## config.mk

```make
export PLATFORM = sky130hd
export DESIGN_NAME = fnv_hcs_byte_stage
export DESIGN_NICKNAME = d
export VERILOG_FILES = /design/src/hdl/fnv_hcs_pkg.sv /design/src/hdl/fnv_hcs_byte_stage.sv
export VERILOG_INCLUDE_DIRS = /design/src /design/src/hdl
export SDC_FILE = /design/constraint.sdc
export NUM_CORES = 2
export LEC_CHECK = 0
export BUFFER_PORTS_ARGS = -buffer_cell sky130_fd_sc_hd__buf_4
export CAP_MARGIN = 20
export CORE_MARGIN = 8
export CORE_UTILIZATION = 54
export CTS_CLUSTER_DIAMETER = 60
export DETAILED_ROUTE_END_ITERATION = 12
export GPL_ROUTABILITY_DRIVEN = 0
export GPL_TIMING_DRIVEN = 0
export PLACE_DENSITY = 0.79
export REMOVE_ABC_BUFFERS = 1
export SYNTH_ARGS = -nofsm -noshare
export SYNTH_HDL_FRONTEND = slang
export SYNTH_SLANG_ARGS = --single-unit
```

## constraint.sdc

```tcl
create_clock -name clk -period 8.3 [get_ports clk]
set_input_delay 1.245 -clock clk [delete_from_list [all_inputs] [get_ports clk]]
set_output_delay 1.245 -clock clk [all_outputs]
set_load 0.1 [all_outputs]
```

## src/hdl/fnv_hash_combine_seed_macros.svh

```systemverilog
// Assertion macros shared by the seed generator modules.
`ifndef FNV_HASH_COMBINE_SEED_MACROS_SVH
`define FNV_HASH_COMBINE_SEED_MACROS_SVH
`ifndef SYNTHESIS
`define FHCS_ASSERT_NOW(label, clk, rst_n, ante, cons, msg) \
  label: assert property (@(posedge clk) disable iff (!rst_n) (ante) |-> (cons)) \
    else $error(msg);
`define FHCS_ASSERT_NEXT(label, clk, rst_n, ante, cons, msg) \
  label: assert property (@(posedge clk) disable iff (!rst_n) (ante) |=> (cons)) \
    else $error(msg);
`else
`define FHCS_ASSERT_NOW(label, clk, rst_n, ante, cons, msg)
`define FHCS_ASSERT_NEXT(label, clk, rst_n, ante, cons, msg)
`endif
`endif

```

## src/hdl/fnv_hcs_pkg.sv

```systemverilog
// Types, constants and hash functions of the seed generator.
package fnv_hcs_pkg;

  localparam int unsigned WORD_W = 32;
  localparam int unsigned HASH_W = 64;
  localparam int unsigned LANES  = 3;

  localparam logic [HASH_W-1:0] FNV_BASIS = 64'hcbf29ce484222325;
  localparam logic [HASH_W-1:0] GOLDEN    = 64'h000000009e3779b9;
  localparam logic [WORD_W-1:0] DEP_XOR   = 32'h9e3779bd;
  localparam logic [WORD_W-1:0] DEP_SUB   = 32'h53a3c768;
  localparam logic [WORD_W-1:0] ARR_XOR   = 32'h9e3779bc;
  localparam logic [WORD_W-1:0] ARR_SUB   = 32'h53a3c728;
  localparam logic [WORD_W-1:0] TAG_DEP   = 32'd4;
  localparam logic [WORD_W-1:0] TAG_ARR   = 32'd3;
  localparam logic [WORD_W-1:0] TAG_IDLE  = 32'd9;

  typedef enum logic [2:0] {
    KIND_DEP    = 3'd0,
    KIND_ARR    = 3'd1,
    KIND_TIME   = 3'd2,
    KIND_IDLE   = 3'd3,
    KIND_ENTITY = 3'd4,
    KIND_NATIVE = 3'd5
  } kind_t;

  typedef struct packed {
    logic use3;
    logic zero;
  } ctl_t;

  typedef struct packed {
    ctl_t                           ctl;
    logic [LANES-1:0][WORD_W-1:0]   word;
    logic [LANES-1:0][HASH_W-1:0]   hash;
  } stage_t;

  // One FNV-1a byte step; the prime 2^40 + 0x1b3 is applied as shifts and adds.
  function automatic logic [HASH_W-1:0] fnv_byte(input logic [HASH_W-1:0] h,
                                                  input logic [7:0] b);
    logic [HASH_W-1:0] hx;
    hx = h ^ {{(HASH_W-8){1'b0}}, b};
    return hx + (hx << 40) + (hx << 8) + (hx << 7) + (hx << 5) + (hx << 4)
           + (hx << 1);
  endfunction

  function automatic logic [HASH_W-1:0] mix(input logic [HASH_W-1:0] seed,
                                             input logic [HASH_W-1:0] h);
    return seed ^ (h + GOLDEN + (seed << 6) + (seed >> 2));
  endfunction

endpackage

```

## src/hdl/fnv_hcs_byte_stage.sv

```systemverilog
// One pipeline stage that applies an FNV-1a byte step to all three hash lanes.
`include "fnv_hash_combine_seed_macros.svh"

module fnv_hcs_byte_stage (
  input  logic                 clk,
  input  logic                 rst_n,
  input  logic                 up_valid,
  output logic                 up_ready,
  input  fnv_hcs_pkg::stage_t  up_data,
  output logic                 dn_valid,
  input  logic                 dn_ready,
  output fnv_hcs_pkg::stage_t  dn_data
);
  import fnv_hcs_pkg::*;

  logic   valid_r;
  stage_t data_r;
  stage_t data_nxt;

  assign up_ready = !valid_r || dn_ready;
  assign dn_valid = valid_r;
  assign dn_data  = data_r;

  // The low byte of each word is consumed here and the word moves down a byte.
  always_comb begin
    data_nxt.ctl = up_data.ctl;
    for (int i = 0; i < LANES; i++) begin
      data_nxt.word[i] = up_data.word[i] >> 8;
      data_nxt.hash[i] = fnv_byte(up_data.hash[i], up_data.word[i][7:0]);
    end
  end

  always_ff @(posedge clk) begin
    if (!rst_n) begin
      valid_r <= 1'b0;
    end else if (up_ready) begin
      valid_r <= up_valid;
    end
  end

  always_ff @(posedge clk) begin
    if (up_ready && up_valid) begin
      data_r <= data_nxt;
    end
  end

  `FHCS_ASSERT_NEXT(a_load, clk, rst_n, up_valid && up_ready, valid_r, "item lost on load")
  `FHCS_ASSERT_NEXT(a_hold, clk, rst_n, valid_r && !dn_ready, valid_r && $stable(data_r), "stalled item changed")
  `FHCS_ASSERT_NOW(a_shift, clk, rst_n, valid_r, data_r.word[0][31:24] == 8'd0 && data_r.word[1][31:24] == 8'd0 && data_r.word[2][31:24] == 8'd0, "word not shifted")

endmodule
```

==> results by group <==
Finish
  • Layout area overhead: 16.46%
  • Layout cell share with drive strength beyond 1: 0.1497
  • Core Util, Final: 0.6335
  • Most frequent cells in the layout: inv_1, fa_1, buf_4
  • Most common cell after layout, fill and taps aside: inv_1
  • Final #Nets: 5718
  • Final instance area: 0.04606 mm²

Timing
  • Relative slew slack: 0.2731
  • Period utilization: 0.8864
  • Final Hold Fails: 0
  • Unrepaired setup endpoints after global routing: false
  • Worst slew pin tran: 1.087 ns
  • Final setup viols: 0
  • Max Clk Rate: 0.1359 GHz
  • Skew final: 0.01640 ns
  • Post-layout min period: 7.357 ns
  • Final Max Tran Viols: 0
  • Final setup TNS: 0 ns

GRT
  • First-pass GRT wire length: 159.9 mm
  • Vias in the first global route: 30064
  • Largest net degree at the start of global routing: 72
  • GR Overflow Total: 0
  • Antenna violations before repair: 10
  • Total Routing Usage GR: 0.2451

Synthesis
  • Simple-gate share of the synthesized area: 0.04843
  • Ys async rst share: 0
  • Netlist cell types: 74
  • Flops & latches, synth: 267
  • Synth Area in Adders: 0.4759
  • Post-Synth XOR/XNOR Area: 0.05381
  • Post-Syn Area per Cell: 10.42 µm²
  • Synth Flop Type: edfxtp_1
  • Post-synthesis mux area share: 0
  • Largest family of logic cells by synthesized area: adder cells
  • Mapped Area: 0.03955 mm²
  • Cells after Synth: 3796
  • Number of flops mapped to enable cells by yosys: 266
  • Post-synthesis sequential area ratio: 0.2025
  • YS warnings: 0
  • Post-synthesis compound-gate area fraction: 0.09924

Die
  • Initial Util: 0.5439
  • Die Area: 0.08216 mm²
  • Die W: 286.6 µm
  • Die height: 286.6 µm
  • Core Area: 0.07271 mm²
  • Rows: 99
  • Top Ports: 586

Routing
  • Detail Route Antenna Nets: 0
  • Routed wire per std cell: 18.95 µm
  • Vias/cell: 5.269
  • Final WL: 101.5 mm
  • First-pass DRT Iterations: 5
  • Vias post-DR: 28213
  • DRC Markers: 0
  • Initial detailed-routing violation count: 1767

Critical path
  • Critical path, cell by cell: buf_4, xor2_1, inv_1, fa_1, inv_1, fa_1, fa_1, ha_1, ha_1, a21o_1, a311oi_1, o31a_1, o21ai_0, a211oi_1, nor3_1, a221oi_1, xnor2_1
  • Cell mode on critical path: fa_1
  • Critical-path top delay cell: xor2_1
  • Setup crit end kind: flip-flop
  • Critical path required time: 8.60 ns
  • Critical Path Start Type: input pin
  • Worst-path fanout max: 6
  • CP Class: in2reg
  • Crit path DAT: 7.66 ns
  • Max incr delay on CP: 0.75 ns

Job
  • Max cap viols: 0

Clock tree
  • CTS tree: built
  • Num CTS Buffers: 38
  • Clock Tree Root: clkbuf_16
  • Worst-Skew Late Latency: 0.58 ns
  • Setup Buffers After CTS: 0
  • Worst-path clk slew: 0.06 ns
  • Hold_buf cts: 0
  • Post-CTS resize count: 0
  • CTS max path bufs: 3
  • Clk sink count: 267
  • H-Tree Depth: 2

Placement
  • Port Buffer Count: 561
  • Hpwl dp: 87.84 mm
  • Placed Instance Area: 0.04481 mm²

Status
  • Status: finished clean

Hold path
  • HP Class: reg2reg
layer usage:
metal	track usage	share of wire	vias to the layer above
met2	0.4155	0.50	975
met5	0	0.00013	-
li1	-	-	12955
met1	0.3121	0.40	14102
met4	0.07812	0.031	2
met3	0.05410	0.075	179
flip-flops by register name, indices dropped and copies added, names as in the netlist:
signal / flops
dn_data: 266
dn_valid: 1
layout make-up:
cell class	instances	area, µm²
Clock buffer	41	962.2
Inverter	1169	4388
Multi-Input combinational cell	2315	26880
Tap cell	959	1200
Timing Repair Buffer	568	4344
Fill cell	5737	26650
Clock inverter	28	257.7
Sequential cell	267	8008
Antenna cell	8	20.02
critical path, delay by kind of cell:
| family | cells | cell delay, ns |
|---|---|---|
| adders and majority gates | 5 | 2.27 |
| and+or+nand+nor | 1 | 0.64 |
| xor gates and xnor gates | 2 | 1.28 |
| AOI/OAI and AO/OA | 6 | 1.72 |
| buffers and inverters | 3 | 0.47 |
stage by stage:
| stage | setup WS [ns] | std cells | hold WS, ns |
|---|---|---|---|
| 2_1_floorplan | -0.5312 | 3751 | 1.344 |
| 3_3_place_gp | -2.767 | 5271 | 0.6336 |
| 3_5_place_dp | 0.3969 | 5276 | 0.6499 |
| 4_1_cts | 1.022 | 5345 | 0.6640 |
| 5_1_grt | 0.6513 | 5352 | 0.6766 |
| 6_report | 0.9426 | 5355 | 0.6449 |
cells in the mapped netlist, drive strengths merged (4+ instances only):
library cell / n / area (µm²)
xor2: 89 / 779.5
a311oi: 6 / 52.55
o211ai: 10 / 75.07
a221o: 5 / 50.05
and2: 16 / 100.1
a21oi: 189 / 957.2
o41ai: 7 / 68.82
a21o: 117 / 878.3
fa: 732 / 14650
a21boi: 11 / 86.33
xnor2: 154 / 1349
o31ai: 7 / 57.55
inv: 1166 / 4377
a211oi: 27 / 202.7
or2: 6 / 37.54
o21a: 18 / 135.1
a221oi: 4 / 35.03
nor3: 24 / 120.1
o21ai: 96 / 491.7
nand3: 39 / 195.2
o2111ai: 5 / 43.79
a2111oi: 9 / 141.4
a31o: 9 / 78.83
nand2: 105 / 394.1
or3: 6 / 37.54
edfxtp: 266 / 7988
nor2: 85 / 319.1
nand4: 34 / 212.7
a211o: 7 / 61.31
a31oi: 17 / 106.4
buf: 34 / 232.7
and4: 5 / 43.79
nor2b: 21 / 131.4
nor4: 4 / 25.02
clkbuf: 34 / 128.9
o21bai: 25 / 187.7
nand2b: 18 / 112.6
and3: 23 / 148.9
ha: 333 / 4167
worst paths after layout:
| check | from | end | slack [ns] | cells past startpoint |
|---|---|---|---|---|
| worst min register to register | dn_valid | dn_valid | 0.64 | 2 |
| worst min-delay path | dn_valid | dn_valid | 0.64 | 2 |
| worst max-delay path | up_data[263] | dn_data[190] | 0.94 | 17 |
| worst max register to register | dn_valid | dn_data[95] | 6.34 | 4 |
logic make-up after synthesis:
| logic type | after synthesis |
|---|---|
| buffers and inverters | 1237 |
| adder cells (fa/ha/maj) | 1065 |
| AO/OA/AOI/OAI | 592 |
| AND/OR/NAND/NOR | 391 |
| flip-flops | 267 |
| XOR/XNOR | 243 |
| other | 1 |
Power is left out: the tool's default activity adds up to more than one toggle a clock period on the data nets, which glitch-free logic cannot reach.
